[src/sv/bsc_pkg.sv]
// Shared types, register indexes and the control program of the barometric
// sensor compensation block. No dependencies.
package bsc_pkg;

  // Widths of the fixed fields and internal words
  localparam int RAW_W   = 24;
  localparam int COEF_W  = 16;
  localparam int RES_W   = 25;
  localparam int TD_W    = 25;
  localparam int MA_W    = 25;
  localparam int MB_W    = 19;
  localparam int PROD_W  = 44;
  localparam int OFF_W   = 36;
  localparam int SENS_W  = 35;
  localparam int ACC_W   = 60;
  localparam int IDX_W   = 3;
  localparam int STEP_W  = 4;

  // Temperature offset in centidegrees
  localparam logic [RES_W-1:0] TEMP_BASE = 25'd2000;

  // Configuration register indexes
  typedef enum logic [IDX_W-1:0] {
    REG_SENS_COEF        = 3'd0,
    REG_OFFSET_COEF      = 3'd1,
    REG_SENS_TEMP_COEF   = 3'd2,
    REG_OFFSET_TEMP_COEF = 3'd3,
    REG_REF_TEMPERATURE  = 3'd4,
    REG_TEMP_SENSITIVITY = 3'd5
  } reg_idx_t;

  // Item kinds
  localparam logic KIND_TEMP = 1'b0;
  localparam logic KIND_PRES = 1'b1;

  // Multiplier operand pairs
  typedef enum logic [2:0] {
    MUL_NONE,
    MUL_TEMP,
    MUL_OTC,
    MUL_STC,
    MUL_SHI,
    MUL_SLO
  } mul_sel_t;

  // Register-update operations
  typedef enum logic [3:0] {
    ALU_NOP,
    ALU_TD,
    ALU_OFF,
    ALU_SENS,
    ALU_ACC_LD,
    ALU_ACC_ADD,
    ALU_ACC_SUB,
    ALU_TEMP_RES,
    ALU_PRES_RES
  } alu_op_t;

  // Sequencing of the next step
  typedef enum logic [1:0] {
    JMP_NEXT,
    JMP_PRES,
    JMP_DONE
  } jmp_t;

  typedef struct packed {
    mul_sel_t          mul_sel;
    alu_op_t           alu_op;
    jmp_t              jmp;
    logic [STEP_W-1:0] target;
  } ucode_t;

  // Sequencer to datapath control group
  typedef struct packed {
    logic     load;
    logic     exec;
    logic     commit;
    mul_sel_t mul_sel;
    alu_op_t  alu_op;
  } dp_ctl_t;

  localparam logic [STEP_W-1:0] PRES_ENTRY = 4'd4;

  // Control program: temperature runs steps 0..3, pressure 0 then 4..11
  function automatic ucode_t ucode_rom(input logic [STEP_W-1:0] step);
    ucode_t w;
    w = '{mul_sel: MUL_NONE, alu_op: ALU_NOP, jmp: JMP_DONE, target: '0};
    case (step)
      4'd0:  w = '{mul_sel: MUL_NONE, alu_op: ALU_NOP,      jmp: JMP_PRES, target: PRES_ENTRY};
      4'd1:  w = '{mul_sel: MUL_NONE, alu_op: ALU_TD,       jmp: JMP_NEXT, target: '0};
      4'd2:  w = '{mul_sel: MUL_TEMP, alu_op: ALU_NOP,      jmp: JMP_NEXT, target: '0};
      4'd3:  w = '{mul_sel: MUL_NONE, alu_op: ALU_TEMP_RES, jmp: JMP_DONE, target: '0};
      4'd4:  w = '{mul_sel: MUL_OTC,  alu_op: ALU_NOP,      jmp: JMP_NEXT, target: '0};
      4'd5:  w = '{mul_sel: MUL_STC,  alu_op: ALU_OFF,      jmp: JMP_NEXT, target: '0};
      4'd6:  w = '{mul_sel: MUL_NONE, alu_op: ALU_SENS,     jmp: JMP_NEXT, target: '0};
      4'd7:  w = '{mul_sel: MUL_SHI,  alu_op: ALU_NOP,      jmp: JMP_NEXT, target: '0};
      4'd8:  w = '{mul_sel: MUL_SLO,  alu_op: ALU_ACC_LD,   jmp: JMP_NEXT, target: '0};
      4'd9:  w = '{mul_sel: MUL_NONE, alu_op: ALU_ACC_ADD,  jmp: JMP_NEXT, target: '0};
      4'd10: w = '{mul_sel: MUL_NONE, alu_op: ALU_ACC_SUB,  jmp: JMP_NEXT, target: '0};
      4'd11: w = '{mul_sel: MUL_NONE, alu_op: ALU_PRES_RES, jmp: JMP_DONE, target: '0};
      default: w = '{mul_sel: MUL_NONE, alu_op: ALU_NOP,    jmp: JMP_DONE, target: '0};
    endcase
    return w;
  endfunction

endpackage

[src/sv/bsc_seq.sv]
// Microcode sequencer: step counter, control program lookup, item handshake
// and result valid flag. Depends on bsc_pkg.
module bsc_seq (
  input  logic             clk,
  input  logic             rst_n,
  input  logic             in_valid,
  output logic             in_ready,
  output logic             out_valid,
  input  logic             out_ready,
  input  logic             is_pres,
  output bsc_pkg::dp_ctl_t ctl
);
  import bsc_pkg::*;

  logic              busy_r, busy_nxt;
  logic [STEP_W-1:0] step_r, step_nxt;
  logic              out_valid_r, out_valid_nxt;
  ucode_t            uw;
  logic              accept;
  logic              stall;
  logic              finish;

  assign uw       = ucode_rom(step_r);
  assign in_ready = !busy_r;
  assign accept   = in_valid && in_ready;
  // hold the last step while the previous result is still waiting
  assign stall    = busy_r && (uw.jmp == JMP_DONE) && out_valid_r && !out_ready;
  assign finish   = busy_r && (uw.jmp == JMP_DONE) && !stall;
  assign out_valid = out_valid_r;

  // Drive the datapath from the current control word
  always_comb begin
    ctl.load    = accept;
    ctl.exec    = busy_r && !stall;
    ctl.commit  = finish;
    ctl.mul_sel = uw.mul_sel;
    ctl.alu_op  = uw.alu_op;
  end

  // Advance the step counter, take jumps, retire items
  always_comb begin
    busy_nxt      = busy_r;
    step_nxt      = step_r;
    out_valid_nxt = out_valid_r && !out_ready;
    if (accept) begin
      busy_nxt = 1'b1;
      step_nxt = '0;
    end else if (busy_r && !stall) begin
      case (uw.jmp)
        JMP_NEXT: step_nxt = step_r + 1'b1;
        JMP_PRES: step_nxt = is_pres ? uw.target : step_r + 1'b1;
        JMP_DONE: begin
          busy_nxt = 1'b0;
          step_nxt = '0;
        end
        default: step_nxt = '0;
      endcase
    end
    if (finish) begin
      out_valid_nxt = 1'b1;
    end
  end

  always_ff @(posedge clk) begin
    if (!rst_n) begin
      busy_r      <= 1'b0;
      step_r      <= '0;
      out_valid_r <= 1'b0;
    end else begin
      busy_r      <= busy_nxt;
      step_r      <= step_nxt;
      out_valid_r <= out_valid_nxt;
    end
  end

  // Idle sequencer always rests on the first step
  a_idle_step: assert property (@(posedge clk) disable iff (!rst_n)
    !busy_r |-> step_r == '0)
    else $error("idle sequencer off step zero");

  // An accepted item starts the program at step zero
  a_start: assert property (@(posedge clk) disable iff (!rst_n)
    accept |=> busy_r && step_r == '0)
    else $error("item accepted but program not started");

  // A retired item always leaves a result waiting
  a_commit: assert property (@(posedge clk) disable iff (!rst_n)
    finish |=> out_valid_r)
    else $error("result lost at retire");

  // A stalled final step keeps its place
  a_stall: assert property (@(posedge clk) disable iff (!rst_n)
    stall |=> busy_r && $stable(step_r))
    else $error("final step moved while stalled");

endmodule

[src/sv/bsc_dp.sv]
// Datapath: configuration registers, stored temperature difference, shared
// multiplier, accumulator and result register. Depends on bsc_pkg.
module bsc_dp (
  input  logic                              clk,
  input  logic                              rst_n,
  input  logic                              cfg_we,
  input  logic [bsc_pkg::IDX_W-1:0]         cfg_index,
  input  logic [bsc_pkg::COEF_W-1:0]        cfg_wdata,
  input  logic                              in_req_type,
  input  logic [bsc_pkg::RAW_W-1:0]         in_raw_reading,
  input  bsc_pkg::dp_ctl_t                  ctl,
  output logic                              is_pres,
  output logic                              out_result_kind,
  output logic signed [bsc_pkg::RES_W-1:0]  out_result_value
);
  import bsc_pkg::*;

  // configuration
  logic [COEF_W-1:0] sens_coef_r, offset_coef_r, sens_temp_coef_r;
  logic [COEF_W-1:0] offset_temp_coef_r, ref_temperature_r, temp_sensitivity_r;

  // state and working registers
  logic signed [TD_W-1:0]   td_r, td_nxt;
  logic                     kind_r;
  logic [RAW_W-1:0]         raw_r;
  logic signed [PROD_W-1:0] prod_r, prod_nxt;
  logic signed [OFF_W-1:0]  off_r, off_nxt;
  logic signed [SENS_W-1:0] sens_r, sens_nxt;
  logic signed [ACC_W-1:0]  acc_r, acc_nxt;
  logic                     res_kind_r;
  logic signed [RES_W-1:0]  res_r, res_nxt;

  logic                     big;
  logic signed [MA_W-1:0]   ma;
  logic signed [MB_W-1:0]   mb;
  logic signed [ACC_W-1:0]  prod_ext;
  logic signed [PROD_W-1:0] off_sh, sens_sh, temp_sh;
  logic signed [ACC_W-1:0]  acc_sh21, acc_sh15;

  assign is_pres          = (kind_r == KIND_PRES);
  assign out_result_kind  = res_kind_r;
  assign out_result_value = res_r;

  // Write configuration registers; indexes past the list are dropped
  always_ff @(posedge clk) begin
    if (!rst_n) begin
      sens_coef_r        <= '0;
      offset_coef_r      <= '0;
      sens_temp_coef_r   <= '0;
      offset_temp_coef_r <= '0;
      ref_temperature_r  <= '0;
      temp_sensitivity_r <= '0;
    end else if (cfg_we) begin
      case (cfg_index)
        REG_SENS_COEF:        sens_coef_r        <= cfg_wdata;
        REG_OFFSET_COEF:      offset_coef_r      <= cfg_wdata;
        REG_SENS_TEMP_COEF:   sens_temp_coef_r   <= cfg_wdata;
        REG_OFFSET_TEMP_COEF: offset_temp_coef_r <= cfg_wdata;
        REG_REF_TEMPERATURE:  ref_temperature_r  <= cfg_wdata;
        REG_TEMP_SENSITIVITY: temp_sensitivity_r <= cfg_wdata;
        default: ;
      endcase
    end
  end

  // Large differences take the halved operands and the shorter shift
  assign big = (td_r > $signed(25'd65535));

  // Select multiplier operands
  always_comb begin
    ma = '0;
    mb = '0;
    case (ctl.mul_sel)
      MUL_TEMP: begin
        ma = big ? (td_r >>> 1) : td_r;
        mb = big ? $signed({4'b0, temp_sensitivity_r[COEF_W-1:1]})
                 : $signed({3'b0, temp_sensitivity_r});
      end
      MUL_OTC: begin
        ma = td_r;
        mb = $signed({3'b0, offset_temp_coef_r});
      end
      MUL_STC: begin
        ma = td_r;
        mb = $signed({3'b0, sens_temp_coef_r});
      end
      MUL_SHI: begin
        ma = $signed({1'b0, raw_r});
        mb = $signed({{2{sens_r[SENS_W-1]}}, sens_r[SENS_W-1:18]});
      end
      MUL_SLO: begin
        ma = $signed({1'b0, raw_r});
        mb = $signed({1'b0, sens_r[17:0]});
      end
      default: begin
        ma = '0;
        mb = '0;
      end
    endcase
  end

  assign prod_nxt = ma * mb;
  assign prod_ext = $signed({{(ACC_W-PROD_W){prod_r[PROD_W-1]}}, prod_r});
  assign off_sh   = prod_r >>> 6;
  assign sens_sh  = prod_r >>> 7;
  assign temp_sh  = big ? (prod_r >>> 21) : (prod_r >>> 23);
  assign acc_sh21 = acc_r >>> 21;
  assign acc_sh15 = acc_r >>> 15;

  // Register updates selected by the control word
  always_comb begin
    td_nxt   = td_r;
    off_nxt  = off_r;
    sens_nxt = sens_r;
    acc_nxt  = acc_r;
    res_nxt  = res_r;
    case (ctl.alu_op)
      ALU_TD:
        td_nxt = $signed({1'b0, raw_r}) - $signed({1'b0, ref_temperature_r, 8'b0});
      ALU_OFF:
        off_nxt = $signed({3'b0, offset_coef_r, 17'b0}) + off_sh[OFF_W-1:0];
      ALU_SENS:
        sens_nxt = $signed({3'b0, sens_coef_r, 16'b0}) + sens_sh[SENS_W-1:0];
      ALU_ACC_LD:
        acc_nxt = $signed({prod_ext[ACC_W-19:0], 18'b0});
      ALU_ACC_ADD:
        acc_nxt = acc_r + prod_ext;
      ALU_ACC_SUB:
        acc_nxt = acc_sh21 - $signed({{(ACC_W-OFF_W){off_r[OFF_W-1]}}, off_r});
      ALU_TEMP_RES:
        res_nxt = $signed(temp_sh[RES_W-1:0] + TEMP_BASE);
      ALU_PRES_RES:
        res_nxt = acc_sh15[RES_W-1:0];
      default: ;
    endcase
  end

  // Hold the temperature difference across items
  always_ff @(posedge clk) begin
    if (!rst_n) begin
      td_r <= '0;
    end else if (ctl.exec) begin
      td_r <= td_nxt;
    end
  end

  // Capture the item and advance the working registers
  always_ff @(posedge clk) begin
    if (ctl.load) begin
      kind_r <= in_req_type;
      raw_r  <= in_raw_reading;
    end
    if (ctl.exec) begin
      prod_r <= prod_nxt;
      off_r  <= off_nxt;
      sens_r <= sens_nxt;
      acc_r  <= acc_nxt;
      res_r  <= res_nxt;
    end
    if (ctl.commit) begin
      res_kind_r <= kind_r;
    end
  end

endmodule

[src/sv/baro_sensor_compensation.sv]
// Top level of the barometric sensor compensation block: sequencer and
// datapath. Depends on bsc_pkg, bsc_seq and bsc_dp.
//
// Usage:
//   Input items (in_req_type, in_raw_reading) arrive on a valid/ready channel.
//   A temperature item updates the stored temperature difference and returns
//   the temperature in centidegrees; a pressure item returns the compensated
//   pressure from the stored difference. Each item gives exactly one result
//   on the out_ channel, tagged with out_result_kind.
//   Coefficients are written through cfg_we/cfg_index/cfg_wdata while idle.
//   A temperature item runs 4 program steps, a pressure item 9; the result
//   is registered in the output register at the last step. One item is in
//   work at a time and in_ready rises the cycle after the last step, so a
//   new item is taken only once the last one is through, as the control
//   program shares a single 25 x 19 multiplier and one accumulator.
//   The result sits in an output register: the next item is accepted while
//   it waits, and a stalled receiver holds the next item at its last step.
//   Reset clears the coefficients, the stored difference and all control.
module baro_sensor_compensation (
  input  logic                              clk,
  input  logic                              rst_n,
  input  logic                              cfg_we,
  input  logic [bsc_pkg::IDX_W-1:0]         cfg_index,
  input  logic [bsc_pkg::COEF_W-1:0]        cfg_wdata,
  input  logic                              in_valid,
  output logic                              in_ready,
  input  logic                              in_req_type,
  input  logic [bsc_pkg::RAW_W-1:0]         in_raw_reading,
  output logic                              out_valid,
  input  logic                              out_ready,
  output logic                              out_result_kind,
  output logic signed [bsc_pkg::RES_W-1:0]  out_result_value
);
  import bsc_pkg::*;

  dp_ctl_t ctl;
  logic    is_pres;

  bsc_seq u_seq (
    .clk       (clk),
    .rst_n     (rst_n),
    .in_valid  (in_valid),
    .in_ready  (in_ready),
    .out_valid (out_valid),
    .out_ready (out_ready),
    .is_pres   (is_pres),
    .ctl       (ctl)
  );

  bsc_dp u_dp (
    .clk              (clk),
    .rst_n            (rst_n),
    .cfg_we           (cfg_we),
    .cfg_index        (cfg_index),
    .cfg_wdata        (cfg_wdata),
    .in_req_type      (in_req_type),
    .in_raw_reading   (in_raw_reading),
    .ctl              (ctl),
    .is_pres          (is_pres),
    .out_result_kind  (out_result_kind),
    .out_result_value (out_result_value)
  );

endmodule
[config.mk]
export PLATFORM = sky130hd
export DESIGN_NAME = baro_sensor_compensation
export DESIGN_NICKNAME = d
export VERILOG_FILES = /design/src/sv/bsc_pkg.sv /design/src/sv/bsc_seq.sv /design/src/sv/bsc_dp.sv /design/src/sv/baro_sensor_compensation.sv
export SDC_FILE = /design/constraint.sdc
export NUM_CORES = 2
export LEC_CHECK = 0
export BUFFER_PORTS_ARGS = -buffer_cell sky130_fd_sc_hd__buf_2
export CAP_MARGIN = 30
export CORE_MARGIN = 2
export CORE_UTILIZATION = 50
export CTS_CLUSTER_SIZE = 16
export DETAILED_ROUTE_END_ITERATION = 12
export HOLD_SLACK_MARGIN = 0.12
export PLACE_DENSITY = 0.72
export SLEW_MARGIN = 20
export SYNTH_ARGS = -nofsm -noshare
export SYNTH_HDL_FRONTEND = slang
export SYNTH_HIERARCHICAL = 1
export SYNTH_SLANG_ARGS = --single-unit
[constraint.sdc]
create_clock -name clk -period 10.1 [get_ports clk]
set_clock_uncertainty 0.05 [all_clocks]
set_input_delay 2.02 -clock clk [delete_from_list [all_inputs] [get_ports clk]]
set_output_delay 2.02 -clock clk [all_outputs]
set_load 0.01 [all_outputs]
Word-level counts from Yosys, hierarchy flattened
Memories as Yosys holds them, arrays and structs flattened. A register that Yosys moved wholly into a read port is not among the register bits.
Index checks and enable logic that the tools add are counted.
{"block": "op_classes", "add_sub_neg": 7, "n_mul": 1, "order_cmp": 1, "eq_ne": 20, "muxes": 15, "bitwise_logic": 1, "n_reduce_logical": 31}
{"cell": "$pmux 60 s3", "count": 1}
{"cell": "$pmux 19 s5", "count": 1}
{"cell": "$pmux 25 s3", "count": 1}
{"cell": "$add 60x44->60", "count": 1}
{"cell": "$pmux 25 s2", "count": 1}
{"cell": "$mul 25x19->44", "count": 1}
{"cell": "$sub 39x36->40", "count": 1}
{"cell": "$add 33x36->36", "count": 1}
{"cell": "$add 32x35->35", "count": 1}
{"cell": "$add 25x11->25 const B", "count": 1}
{"cell": "$gt 25x17->1 const B", "count": 1}
{"cell": "$sub 24x24->25", "count": 1}
{"cell": "$mux 24", "count": 1}
{"cell": "$reduce_and 2->1", "count": 12}
{"cell": "$mux 22", "count": 1}
{"cell": "$eq 4x3->1 const B", "count": 4}
{"cell": "$mux 16", "count": 1}
{"cell": "$eq 3x2->1 const B", "count": 4}
{"cell": "$eq 3x3->1 const B", "count": 4}
{"cell": "$mux 4", "count": 3}
{"cell": "$eq 4x2->1 const B", "count": 2}
{"cell": "$pmux 4 s2", "count": 1}
{"cell": "$logic_and 1x1->1", "count": 7}
{"cell": "$eq 3x1->1 const B", "count": 2}
{"cell": "other kinds (13)", "count": 22}
{"block": "totals", "regBits": 353, "mem_bits_ro": 160, "mem_count": 1}
{"memory": "(name not given)", "words": 16, "width": 10, "read_ports": 1, "rd_clocked_by_memory_dff": 1, "wr": 0, "line_no": "bsc_pkg.sv:88", "text": "case (step)"}

Longest topological paths before layout
{"block": "logic_depth", "depth_word": 8, "ltp_mapped": 34, "mapped_depth_nobuf": 32}

Cells and area by module
The synthesis kept the hierarchy.
{"module": "bsc_dp", "instances": 1, "cells_per_inst": 4264, "area_per_inst_um2": 38555.7, "seq_area_each_um2": 9208.8}
{"module": "bsc_seq", "instances": 1, "cells_per_inst": 82, "area_per_inst_um2": 807.0, "seq_area_each_um2": 300.3}

Least setup slack after synthesis
OpenSTA, ideal clock, no wires.
{"block": "synth_timing", "path_kind": "flip-flop to flip-flop", "startpoint": "register u_dp.td_r[16]", "endpoint": "register u_dp.prod_r[43], data pin", "setup_ns": 0.260, "t_arrival_ns": 7.865, "required_ns": 9.790, "setup_slack_ns": 1.925, "path_stages_with_launch": 29, "path_buffers": 2, "synth_period_minus_slack_ns": 8.175, "cell_sequence": "dfxtp_1 -> nor4_2 -> a21oi_1 -> buf_2 -> buf_4 -> mux2i_1 -> o221ai_1 -> nand2_1 -> nor2_1 -> fa_1 -> inv_1 -> fa_1 -> fa_1 -> inv_1 -> fa_1 -> fa_1 -> fa_1 -> fa_1 -> ha_1 -> nand3_1 -> or3_1 -> a311oi_1 -> o21ai_1 -> o211a_1 -> a211oi_2 -> a221o_1 -> a221oi_1 -> o21ba_1 -> xnor2_1"}
{"block": "synth_between", "elab_chain_cells": 4, "elab_cells_between_ends": 6, "classes_between": "1 x mul; 1 x order compare; 4 x mux"}
{"item": "start, declared", "line_no": "bsc_dp.sv:23", "text": "logic signed [TD_W-1:0] td_r, td_nxt;"}
{"item": "start signal, assigned", "line_no": "bsc_dp.sv:143", "text": "td_r <= td_nxt;"}
{"item": "$gt 25x17->1", "line_no": "bsc_dp.sv:67", "text": "assign big = (td_r > $signed(25'd65535));"}
{"item": "$mux 16 or $mux 24 (tied branches)", "line_no": "bsc_dp.sv:76, bsc_dp.sv:75"}
{"item": "$pmux 19 s5 or $pmux 25 s3 (tied branches)", "line_no": "bsc_dp.sv:73", "text": "case (ctl.mul_sel)"}
{"item": "$mul 25x19->44 *", "line_no": "bsc_dp.sv:102", "text": "assign prod_nxt = ma * mb;"}
{"item": "named net u_dp.prod_nxt[43]", "line_no": "bsc_dp.sv:26", "text": "logic signed [PROD_W-1:0] prod_r, prod_nxt;"}
{"item": "end signal, assigned", "line_no": "bsc_dp.sv:154", "text": "prod_r <= prod_nxt;"}
{"item": "end, declared", "line_no": "bsc_dp.sv:26"}
The timed path passes the listed nets; every way through them passes the cells marked *.
A chain may end at the register's enable or synchronous reset.

Final worst setup path
{"block": "layout_timing", "startpoint": "register u_dp.td_r[20]", "endpoint": "register u_dp.prod_r[43], data pin"}
The elaborated chain is that of the path after synthesis.

==> reports/results.tsv <==
metric	value	unit
Post-synth EDFFs	226	
endpoint kind of the worst setup timing path	register	
Num CTS Buffers	41	
wire length on met3	11650	um
Yosys warning count	6	
peak supply drop	0.1302	mV
overall die area	80990	um2
Place WS	0.4090	ns
Initial Utilization	50.65	%
Final Util	54.65	%
CTS H-tree lvls	2	
post-route ant nets	0	
end of the worst register-to-register path	u_dp/prod_r[43]	
Syn Inst Count	4346	
Antenna diodes	0	
Cell variety after synth	98	
row cnt	102	
Iteration-0 DRC Markers	3386	
FFs w/ async S/R, synth	0	%
number of I/O pins	77	
mapped cell area	39360	um2
share of post-route cells with drive strength above 1	7.227	%
vias per cell	5.894	
GRT Total Usage	31.93	%
largest net degree at the start of global routing	68	
NumNets Final	5172	
IO Port Bufs	76	
Worst Hold Class	reg -> reg	
synthesized flop and latch total	362	
Final Slew Violations	0	
hpwl dp	101800	um
routed wire length	129800	um
post-route minimum period	9.557	ns
Seq/Total Area, Yosys	24.16	%
TritonRoute pass-1 iters	6	
Core Footprint	77720	um2
setup ws final	0.5431	ns
max_cap viols	0	
Clk Latency, worst-skew pair	0.61	ns
Highest Signal Layer	met4	
status	complete, no violations	
Worst EP arrival	9.82	ns
startpoint types	register	
routed length on met1	52810	um
fin area	42470	um2
met2 WL	57960	um
setup tns final	0	ns
Crit Path Category	reg -> reg	
clock buffer depth	3	
final setup vio count	0	
# clock sinks	362	
Hold WS	0.4164	ns
Die Ht	284.6	um
max_slew headroom	28.61	%
worst slew pin tran	1.064	ns
Max FO, Critical Path	28	
CTS root buf	clkbuf_16	
Power Density	83.21	nW/um2
Synth Flop Type	edfxtp_1	
layout overhead on the synthesized area	7.899	%
CTS tree	done	
R2R cell count	29	
post-CTS setup repair buffer count	0	
CTS Hold Bufs	0	
most used cell, CP	fa_1	
routed via count	32060	
first-pass GRT wire length	193900	um
Worst Path Required	10.37	ns
vias in the first global route	31170	
r2r startpoint	u_dp/td_r[20]	
Post-Syn Nets	5150	
antenna violations before repair	0	
DR WL/cell	23.87	um
Final Hold Viols	0	
min-delay src	u_dp/ref_temperature_r[13]	
Hold Path Depth	2	
DRC viols	0	
placed cell areas	41060	um2
Hold EP	u_dp/ref_temperature_r[13]	
GR Overflow Total	0	
Avg Inst Size Synth	9.057	um2
RSZ-0062 raised after global routing	no	
die width	284.6	um
Tcrit/Tclk final	94.62	%
R2R Setup Slk	0.54	ns
slowest cell on the critical path	fa_1	
Leakage	19.64	nW
CTS clock-pin slew for the worst setup and hold paths	0.07	ns
fmax	104.6	MHz
Routability Congestion	1.037	
CP max stage delay	0.59	ns
==> state kept, by name, summed over array words and instances, names as in the netlist <==
signal,flops
u_dp/prod_r,44
u_dp/acc_r,60
u_dp/td_r,25
u_dp/offset_temp_coef_r,16
u_dp/out_result_value,25
u_dp/is_pres,1
u_dp/raw_r,24
u_dp/out_result_kind,1
u_seq/busy_r,1
u_dp/sens_r,35
u_dp/sens_temp_coef_r,16
u_dp/off_r,36
u_dp/ref_temperature_r,16
u_seq/uw,9
u_dp/offset_coef_r,16
u_seq/out_valid,1
u_seq/step_r,4
u_dp/temp_sensitivity_r,16
u_dp/sens_coef_r,16
==> worst max path at each step <==
stage,startpoint,slack (ns),cells past startpoint,end
2_1_floorplan,u_dp/td_r[16],1.93,28,u_dp/prod_r[43]
3_3_place_gp,u_dp/td_r[20],0.44,28,u_dp/prod_r[43]
3_5_place_dp,u_dp/td_r[20],0.41,28,u_dp/prod_r[43]
4_1_cts,u_dp/td_r[20],0.37,28,u_dp/prod_r[43]
5_1_grt,u_dp/td_r[20],0.16,29,u_dp/prod_r[43]
6_report,u_dp/td_r[20],0.54,29,u_dp/prod_r[43]
==> power by group <==
group	switching, mW	total, mW	internal [mW]	leakage (nW)
Clock	0.664	1.55	0.882	0.669
Sequential	0.0468	1.64	1.60	3.24
Combinational	0.220	0.344	0.124	15.7
Total	0.931	3.53	2.60	19.6
==> Yosys cell counts (all sizes together) (23+ instances only) <==
master / n / area, um2
o21ai: 140 / 711.9
nand2: 710 / 2665
nand3: 58 / 290.3
dfxtp: 136 / 2723
buf: 34 / 192.7
xnor2: 117 / 1025
and3: 43 / 269.0
o211ai: 23 / 186.4
nor3: 35 / 175.2
a21oi: 172 / 879.6
nor2: 305 / 1147
ha: 279 / 3491
a211oi: 27 / 237.7
inv: 614 / 2305
edfxtp: 226 / 6787
and2: 63 / 394.1
fa: 476 / 9529
xor2: 66 / 578.1
clkbuf: 160 / 600.6
o21bai: 28 / 210.2
a21o: 97 / 729.5
mux2i: 33 / 330.3
a22oi: 51 / 382.9
nand2b: 36 / 227.7
a31oi: 39 / 250.2
a21boi: 117 / 878.3
==> metrics by stage <==
| stage | total power [mW] | cells |
|---|---|---|
| final | 3.534 | 5440 |
| after CTS | 3.547 | 5437 |
| after detailed placement | 2.006 | 5362 |
| after global routing | 3.644 | 5440 |
| after global placement | 2.002 | 5357 |
| after floorplan | 1.874 | 4346 |
==> logic make-up after synthesis <==
kind of cell / count (synthesis) / synth area share, %
DFF: 362 / 24.16
buffers and inverters: 808 / 7.870
xor gates and xnor gates: 183 / 4.072
adders and majority gates: 755 / 33.08
AOI/OAI and AO/OA: 862 / 15.18
and+or+nand+nor: 1341 / 14.75
muxes: 35 / 0.8964
==> placed cells by master, fill, tap and decap left out, types with 8 or more instances in the layout <==
cell type	instances
o221ai_1	11
buf_4	90
a221oi_1	16
o21bai_1	28
o31ai_1	8
o21ai_1	22
a21boi_0	113
nor2b_1	17
and3_1	43
edfxtp_1	226
mux2i_1	33
nand2_1	710
o211ai_1	22
a21o_1	96
a22oi_1	51
and2_1	62
o22ai_1	21
nor2_1	298
or3_1	14
buf_2	76
a21oi_1	166
ha_1	279
or2_2	19
nor3_1	35
nand2b_1	35
nand4_1	19
xnor2_1	117
o21a_1	18
nand3_1	58
clkbuf_16	45
fa_1	476
xor2_1	66
a31oi_1	38
inv_1	613
dfxtp_1	136
o21ai_0	115
a211oi_1	20
==> worst max-delay path: cells and delay by family, from the launching register on <==
kind                     cells  cell delay (ns)
flip-flops                   1             0.33
AO/OA/AOI/OAI               12             3.10
AND/OR/NAND/NOR              5             1.34
adder cells (fa/ha/maj)      8             3.69
XOR/XNOR                     1             0.06
buffers and inverters        3             0.70
==> routing by layer <==
metal / vias to the layer above / track usage, %
met5: - / 0
met4: 0 / 14.58
met3: 318 / 5.136
met2: 1635 / 50.30
met1: 15690 / 43.33
li1: 14420 / -
==> cell type report <==
cell class                      instances  area (um2)
Multi-Input combinational cell       3176       26810
Inverter                              614        2305
Sequential cell                       362        9509
Fill cell                            7022       35250
Clock inverter                         23       202.7
Clock buffer                           52        1172
Timing Repair Buffer                  173        1167
Tap cell                             1040        1301
==> timing repair <==
action	in CTS	in global routing
setup endpoints to repair	0	1
resized for setup	0	1
hold endpoints to repair	0	0
(Power assumes the default switching activity.)
